--- src/rtl/ncpa_pkg.sv ---
// Package for the NFC credential presence authorization block.
// Holds the transaction structs, register and event codes, and the UID byte mask.
// No dependencies.
package ncpa_pkg;

    localparam int unsigned UID_BYTES   = 7;
    localparam int unsigned UID_W       = 56;
    localparam int unsigned UID_LEN_W   = 4;
    localparam int unsigned AUTH_LEN_W  = 3;
    localparam int unsigned TIME_W      = 32;
    localparam int unsigned CFG_DATA_W  = 56;

    localparam logic [UID_LEN_W-1:0]  UID_LEN_MAX      = UID_LEN_W'(UID_BYTES);
    localparam logic [AUTH_LEN_W-1:0] AUTH_LEN_RESET   = 3'd4;
    localparam logic [TIME_W-1:0]     GRACE_MS_RESET   = 32'd1000;

    localparam logic [1:0] EV_NONE    = 2'd0;
    localparam logic [1:0] EV_SUCCESS = 2'd1;
    localparam logic [1:0] EV_FAILED  = 2'd2;
    localparam logic [1:0] EV_LOST    = 2'd3;

    typedef enum logic [1:0] {
        CFG_READER_OPERATIONAL,
        CFG_AUTHORIZED_UID,
        CFG_AUTHORIZED_UID_LENGTH,
        CFG_GRACE_PERIOD_MS
    } cfg_index_t;

    typedef struct packed {
        logic                  card_detected;
        logic [UID_LEN_W-1:0]  uid_length;
        logic [UID_W-1:0]      uid_bytes;
        logic [TIME_W-1:0]     now_ms;
    } poll_t;

    typedef struct packed {
        logic       is_authorized;
        logic [1:0] auth_event;
        logic       new_uid_seen;
    } result_t;

    // keep the low len bytes of the UID field
    function automatic logic [UID_W-1:0] byte_mask(input logic [UID_LEN_W-1:0] len);
        logic [UID_W-1:0] mask;
        mask = '0;
        for (int i = 0; i < UID_W / 8; i++)
        begin
            mask[i*8 +: 8] = (UID_LEN_W'(i) < len) ? 8'hFF : 8'h00;
        end
        return mask;
    endfunction

endpackage

--- src/rtl/nfc_credential_presence_auth.sv ---
// Top level of the NFC credential presence authorization block.
// Depends on ncpa_pkg for transaction structs, codes and the byte mask.
//
//  channel | signals                               | direction
//  poll    | poll_valid, poll_ready, poll          | reader poll in
//  result  | result_valid, result_ready, result    | one result out per poll
//  cfg     | cfg_valid, cfg_ready, cfg_index, cfg_data | register writes in
//
// One poll per cycle while the result is not stalled; a poll's result passes through the
// input register, then the result register, and is then offered on the result channel.
// State updates as the result loads.
// Reset clears configuration to its defaults and all card and authorization
// state. A stalled result holds the input register; cfg_ready is always high.
module nfc_credential_presence_auth (
    input  logic                                 clk,
    input  logic                                 rst_n,
    input  logic                                 poll_valid,
    output logic                                 poll_ready,
    input  ncpa_pkg::poll_t                      poll,
    output logic                                 result_valid,
    input  logic                                 result_ready,
    output ncpa_pkg::result_t                    result,
    input  logic                                 cfg_valid,
    output logic                                 cfg_ready,
    input  ncpa_pkg::cfg_index_t                 cfg_index,
    input  logic [ncpa_pkg::CFG_DATA_W-1:0]      cfg_data
);
    import ncpa_pkg::*;

    // configuration
    logic                  reader_operational_reg;
    logic [UID_W-1:0]      authorized_uid_reg;
    logic [AUTH_LEN_W-1:0] authorized_uid_length_reg;
    logic [TIME_W-1:0]     grace_period_ms_reg;

    // pipeline
    logic                  poll_valid_reg;
    poll_t                 poll_reg;
    logic                  result_valid_reg;
    result_t               result_reg;

    // card and authorization state
    logic                  card_observed_reg, card_observed_next;
    logic                  auth_held_reg, auth_held_next;
    logic                  auth_time_valid_reg, auth_time_valid_next;
    logic [TIME_W-1:0]     last_auth_seen_ms_reg, last_auth_seen_ms_next;
    logic [TIME_W-1:0]     last_card_seen_ms_reg, last_card_seen_ms_next;
    logic [UID_W-1:0]      prev_uid_reg, prev_uid_next;
    logic [AUTH_LEN_W-1:0] prev_uid_length_reg, prev_uid_length_next;
    result_t               result_next;

    logic                  result_load;
    logic                  advance;
    logic                  valid_card;
    logic [UID_W-1:0]      mask;
    logic [UID_W-1:0]      cur_uid;
    logic [AUTH_LEN_W-1:0] len3;
    logic                  same_as_prev;
    logic                  matches_auth;
    logic                  new_uid;
    logic [TIME_W-1:0]     card_age;
    logic [TIME_W-1:0]     auth_age;

    assign result_load  = !result_valid_reg || result_ready;
    assign advance      = poll_valid_reg && result_load;
    assign poll_ready   = !poll_valid_reg || result_load;
    assign result_valid = result_valid_reg;
    assign result       = result_reg;
    assign cfg_ready    = 1'b1;

    assign valid_card   = poll_reg.card_detected && (poll_reg.uid_length != '0)
                          && (poll_reg.uid_length <= UID_LEN_MAX);
    assign mask         = byte_mask(poll_reg.uid_length);
    assign cur_uid      = poll_reg.uid_bytes & mask;
    assign len3         = poll_reg.uid_length[AUTH_LEN_W-1:0];
    assign same_as_prev = (len3 == prev_uid_length_reg) && (cur_uid == (prev_uid_reg & mask));
    assign matches_auth = (len3 == authorized_uid_length_reg)
                          && (cur_uid == (authorized_uid_reg & mask));
    assign new_uid      = !card_observed_reg || !same_as_prev;
    assign card_age     = poll_reg.now_ms - last_card_seen_ms_reg;
    assign auth_age     = poll_reg.now_ms - last_auth_seen_ms_reg;

    always_comb
    begin
        card_observed_next     = card_observed_reg;
        auth_held_next         = auth_held_reg;
        auth_time_valid_next   = auth_time_valid_reg;
        last_auth_seen_ms_next = last_auth_seen_ms_reg;
        last_card_seen_ms_next = last_card_seen_ms_reg;
        prev_uid_next          = prev_uid_reg;
        prev_uid_length_next   = prev_uid_length_reg;
        result_next            = '0;
        result_next.auth_event = EV_NONE;

        if (!reader_operational_reg)
        begin
            auth_held_next = 1'b0;
        end
        else if (valid_card)
        begin
            card_observed_next     = 1'b1;
            last_card_seen_ms_next = poll_reg.now_ms;
            result_next.new_uid_seen = new_uid;
            if (new_uid)
            begin
                prev_uid_next        = cur_uid;
                prev_uid_length_next = len3;
            end
            if (matches_auth)
            begin
                last_auth_seen_ms_next = poll_reg.now_ms;
                auth_time_valid_next   = 1'b1;
                auth_held_next         = 1'b1;
                if (!auth_held_reg)
                begin
                    result_next.auth_event = EV_SUCCESS;
                end
            end
            else
            begin
                auth_held_next       = 1'b0;
                auth_time_valid_next = 1'b0;
                if (new_uid || auth_held_reg)
                begin
                    result_next.auth_event = EV_FAILED;
                end
            end
        end
        else
        begin
            if (card_observed_reg && (card_age >= grace_period_ms_reg))
            begin
                card_observed_next   = 1'b0;
                prev_uid_length_next = '0;
            end
            if (auth_held_reg && auth_time_valid_reg && (auth_age >= grace_period_ms_reg))
            begin
                auth_held_next         = 1'b0;
                auth_time_valid_next   = 1'b0;
                result_next.auth_event = EV_LOST;
            end
        end

        result_next.is_authorized = reader_operational_reg && auth_held_next;
    end

    always_ff @(posedge clk or negedge rst_n)
    begin
        if (!rst_n)
        begin
            reader_operational_reg    <= 1'b0;
            authorized_uid_reg        <= '0;
            authorized_uid_length_reg <= AUTH_LEN_RESET;
            grace_period_ms_reg       <= GRACE_MS_RESET;
        end
        else if (cfg_valid)
        begin
            unique case (cfg_index)
                CFG_READER_OPERATIONAL:    reader_operational_reg    <= cfg_data[0];
                CFG_AUTHORIZED_UID:        authorized_uid_reg        <= cfg_data[UID_W-1:0];
                CFG_AUTHORIZED_UID_LENGTH: authorized_uid_length_reg <= cfg_data[AUTH_LEN_W-1:0];
                CFG_GRACE_PERIOD_MS:       grace_period_ms_reg       <= cfg_data[TIME_W-1:0];
                default: ;
            endcase
        end
    end

    // input register
    always_ff @(posedge clk or negedge rst_n)
    begin
        if (!rst_n)
        begin
            poll_valid_reg <= 1'b0;
        end
        else if (poll_ready)
        begin
            poll_valid_reg <= poll_valid;
        end
    end

    always_ff @(posedge clk)
    begin
        if (poll_ready && poll_valid)
        begin
            poll_reg <= poll;
        end
    end

    // result register and state
    always_ff @(posedge clk or negedge rst_n)
    begin
        if (!rst_n)
        begin
            result_valid_reg      <= 1'b0;
            card_observed_reg     <= 1'b0;
            auth_held_reg         <= 1'b0;
            auth_time_valid_reg   <= 1'b0;
            last_auth_seen_ms_reg <= '0;
            last_card_seen_ms_reg <= '0;
            prev_uid_reg          <= '0;
            prev_uid_length_reg   <= '0;
        end
        else if (advance)
        begin
            result_valid_reg      <= 1'b1;
            card_observed_reg     <= card_observed_next;
            auth_held_reg         <= auth_held_next;
            auth_time_valid_reg   <= auth_time_valid_next;
            last_auth_seen_ms_reg <= last_auth_seen_ms_next;
            last_card_seen_ms_reg <= last_card_seen_ms_next;
            prev_uid_reg          <= prev_uid_next;
            prev_uid_length_reg   <= prev_uid_length_next;
        end
        else if (result_ready)
        begin
            result_valid_reg <= 1'b0;
        end
    end

    always_ff @(posedge clk)
    begin
        if (advance)
        begin
            result_reg <= result_next;
        end
    end

endmodule

--- config.mk ---
export PLATFORM = sky130hd
export DESIGN_NAME = nfc_credential_presence_auth
export DESIGN_NICKNAME = d
export VERILOG_FILES = /design/src/rtl/ncpa_pkg.sv /design/src/rtl/nfc_credential_presence_auth.sv
export SDC_FILE = /design/constraint.sdc
export NUM_CORES = 1
export LEC_CHECK = 0
export BUFFER_PORTS_ARGS = -buffer_cell sky130_fd_sc_hd__buf_4
export CORE_UTILIZATION = 50
export CTS_CLUSTER_SIZE = 25
export DETAILED_ROUTE_END_ITERATION = 16
export PLACE_DENSITY = 0.78
export SLEW_MARGIN = 20
export SYNTH_ARGS = -nofsm -noshare
export SYNTH_HDL_FRONTEND = slang
export SYNTH_SLANG_ARGS = --single-unit
export TNS_END_PERCENT = 1
--- constraint.sdc ---
create_clock -name clk -period 12 [get_ports clk]
set_clock_uncertainty 0.05 [all_clocks]
set_input_delay 1.2 -clock clk [delete_from_list [all_inputs] [get_ports clk]]
set_output_delay 1.2 -clock clk [all_outputs]
set_load 0.02 [all_outputs]
==> qor.yml <==
outcome: "finished clean"
hold_path.class: "register to register"
cts-htree-levels: 2
r2r.worst_path.cells: 19
path_max_fanout: 4
power.switching_w: 0.001223
min_path_cells: 2
max_slew_margin: 0.3157
post-cts-setup-buffer-count: 0
ys_ff_latch: 317
post-route-min-period_ns: 5.387
routedWlPerCell_um: 17.96
cp_num_cells: 19
first_iter_violations: 841
cp_slowest_cell: "o41ai_1"
synth-seq-area-share: 0.4859
place.detailed.hpwl_mm: 30.14
finalHoldViolCount: 0
first_global_vias: 12760
routed_wl_mm: 40.67
comb_power_share: 0.325
switching_share: 0.3327
largest_reg_flops: 90
initial_utilization: 0.5121
clk_pin_slew_worst_paths_ns: 0.06
arrival_ns: 5.75
syn_area_um2: 17340
powerDensity_nw_per_um2: 183.3
async_flop_share: 0.6940
vdd_drop_max_mv: 0.1118
post-synth-top-area-fraction: 0.3073
rsz0062_at_grt: "no"
worst_pin_slew_ns: 1.026
leakagePower_nw: 9.163
cts_hold_buffers: 0
max_cap_viol_count: 0
synth.distinct_cells: 71
crit_chain: "inv_1, ha_1, inv_1, fa_1, a211oi_1, o21ai_0, nand3_1, a21oi_1, a311oi_1, a21oi_1, a21o_1, a21oi_1, xnor2_1, ha_1, nand4_1, or4_1, o41ai_1, a21boi_2, a32o_1"
syn_to_final_growth_pct: 15.57
yosysWarningCount: 0
grt_pass1_wl_mm: 66.04
fin_setup_tns_ns: 0
ctsRootBufferMaster: "clkbuf_16"
die_h_um: 188.2
power.internal_w: 0.002452
maxSlewViolCount: 0
grt_start_max_net_pins: 116
die_w_um: 188.2
syn_avg_cell_area_um2: 10.63
setup_viol: 0
critPathLaunchType: "register"
ys.flop_type: "dfrtp_1"
end_kind: "register"
cts_buffers: 35
yosys-top-cells-area: "dfrtp_1, edfxtp_1, ha_1, mux2_2, xnor2_1"
critPathMaxStageDelay_ns: 0.70
die-area_um2: 35440
drc: 0
core_area_um2: 33870
postRouteAntennaNets: 0
rows: 67
ctsResizeCount: 0
grt_use_total: 0.2340
drive_gt1_frac: 0.1856
firstDrtPassIters: 5
fin_crit_sh: 0.4489
via_count: 12457
antenna_found_initial: 1
crit_path_frequent_cell: "a21oi_1"
clock_path_buffers: 3
io_pins: 163
viasPerCell: 5.502
synthMostInstantiatedCell: "dfrtp_1"
synth_fp_nets: 1916
worst_path_dominant_cell_family: "compound AO/OA/AOI/OAI gates"
crit_type: "register to register"
fmax_mhz: 185.6
dp_slack_ns: 6.546
synth-edff-count: 97
antennaDiodeCount: 0
synthCells: 1632
grt.overflow.total: 0
critPathRequiredTime_ns: 12.37
synth_largest_area_cell: "dfrtp_1"
cts_sinks: 317
p_clk_frac: 0.279
critical_path_buf_inv_count: 2
cts_tree: "done"
fin_ws_ns: 6.613
p_seq_frac: 0.396
numPortBuffers: 161
nets: 2075
globalplace.congestion: 0.8637
worstSkewPairLatency_ns: 0.54
synthTopCellsByCount: "dfrtp_1, nand2_1, o21ai_0"
==> path summary, 6_finish.rpt <==
kind | startpoint | slack [ns] | end
max | poll_reg[0]$_DFFE_PP_ | 6.61 | prev_uid_length_reg[0]$_DFFE_PN0P_
min | prev_uid_reg[29]$_DFFE_PN0P_ | 0.45 | prev_uid_reg[29]$_DFFE_PN0P_
max reg2reg | poll_reg[0]$_DFFE_PP_ | 6.61 | prev_uid_length_reg[0]$_DFFE_PN0P_
min reg2reg | prev_uid_reg[29]$_DFFE_PN0P_ | 0.45 | prev_uid_reg[29]$_DFFE_PN0P_
max in group asynchronous | rst_n | 9.42 | last_card_seen_ms_reg[28]$_DFFE_PN0P_
min in group asynchronous | rst_n | 0.56 | last_card_seen_ms_reg[2]$_DFFE_PN0P_
==> through the flow <==
| step | hold WS, ns | power, W | cell area [µm²] | utilization | cells |
|---|---|---|---|---|---|
| final | 0.4507 | 0.003674 | 20040 | 0.5918 | 2264 |
| after global routing | 0.4602 | 0.003908 | 20040 | 0.5918 | 2264 |
| after CTS | 0.4443 | 0.003701 | 20020 | 0.5910 | 2263 |
| after detailed placement | 0.4344 | 0.002657 | 18930 | 0.5590 | 2201 |
| after global placement | 0.4275 | 0.002618 | 18930 | 0.5590 | 2201 |
| after floorplan | 0.4036 | 0.002300 | 17340 | - | 1632 |
==> cells in the final DEF, fill, tap and decap left out, types with 10 or more instances in the layout <==
cell	count
dfrtp_1	213
nand2_1	210
buf_4	167
o21ai_0	141
ha_1	126
inv_1	115
xnor2_1	98
edfxtp_1	97
mux2_2	96
a21oi_1	83
xor2_1	65
a21o_1	53
nor2_1	45
clkbuf_16	35
nand4_1	31
o21ai_1	17
nand2b_1	15
nand3_1	13
clkbuf_1	12
nor2b_1	10
and3_1	10
nor4_1	10
==> power by group through the flow <==
stage | clock (W) | combinational [W] | sequential (W)
floorplan | 0 | 0.000863 | 0.00144
CTS | 0.00105 | 0.00120 | 0.00146
global placement | 0 | 0.00116 | 0.00146
finish | 0.00102 | 0.00119 | 0.00146
detailed placement | 0 | 0.00118 | 0.00147
global route | 0.00109 | 0.00134 | 0.00148
==> worst min-delay path, stage by stage (launching register included) <==
cell     delay, ns
dfrtp_1       0.35
nand2_1       0.05
o21ai_0       0.06
==> kinds of logic after synthesis <==
| group | after synthesis | share of synthesized area |
|---|---|---|
| AOI/OAI and AO/OA | 380 | 0.1335 |
| xor gates and xnor gates | 163 | 0.08231 |
| adders and majority gates | 128 | 0.09320 |
| buffers and inverters | 162 | 0.03953 |
| DFF | 317 | 0.4859 |
| muxes | 97 | 0.06291 |
| other | 1 | 0.0002162 |
| and+or+nand+nor | 384 | 0.1024 |
==> final cells by class <==
type,instances,area (µm²)
Tap cell,448,560.5
Clock inverter,9,81.33
Timing Repair Buffer,169,1289
Clock buffer,53,1003
Sequential cell,317,8427
Inverter,115,431.7
Fill cell,2842,13820
Multi-Input combinational cell,1153,8252
==> metal layers <==
layer,GRT usage,routed length [µm]
met2,0.3781,19040
met4,0.08130,1183
met1,0.3169,18240
met5,0,18
met3,0.04191,2188
Power figures use the tool's default switching activity.
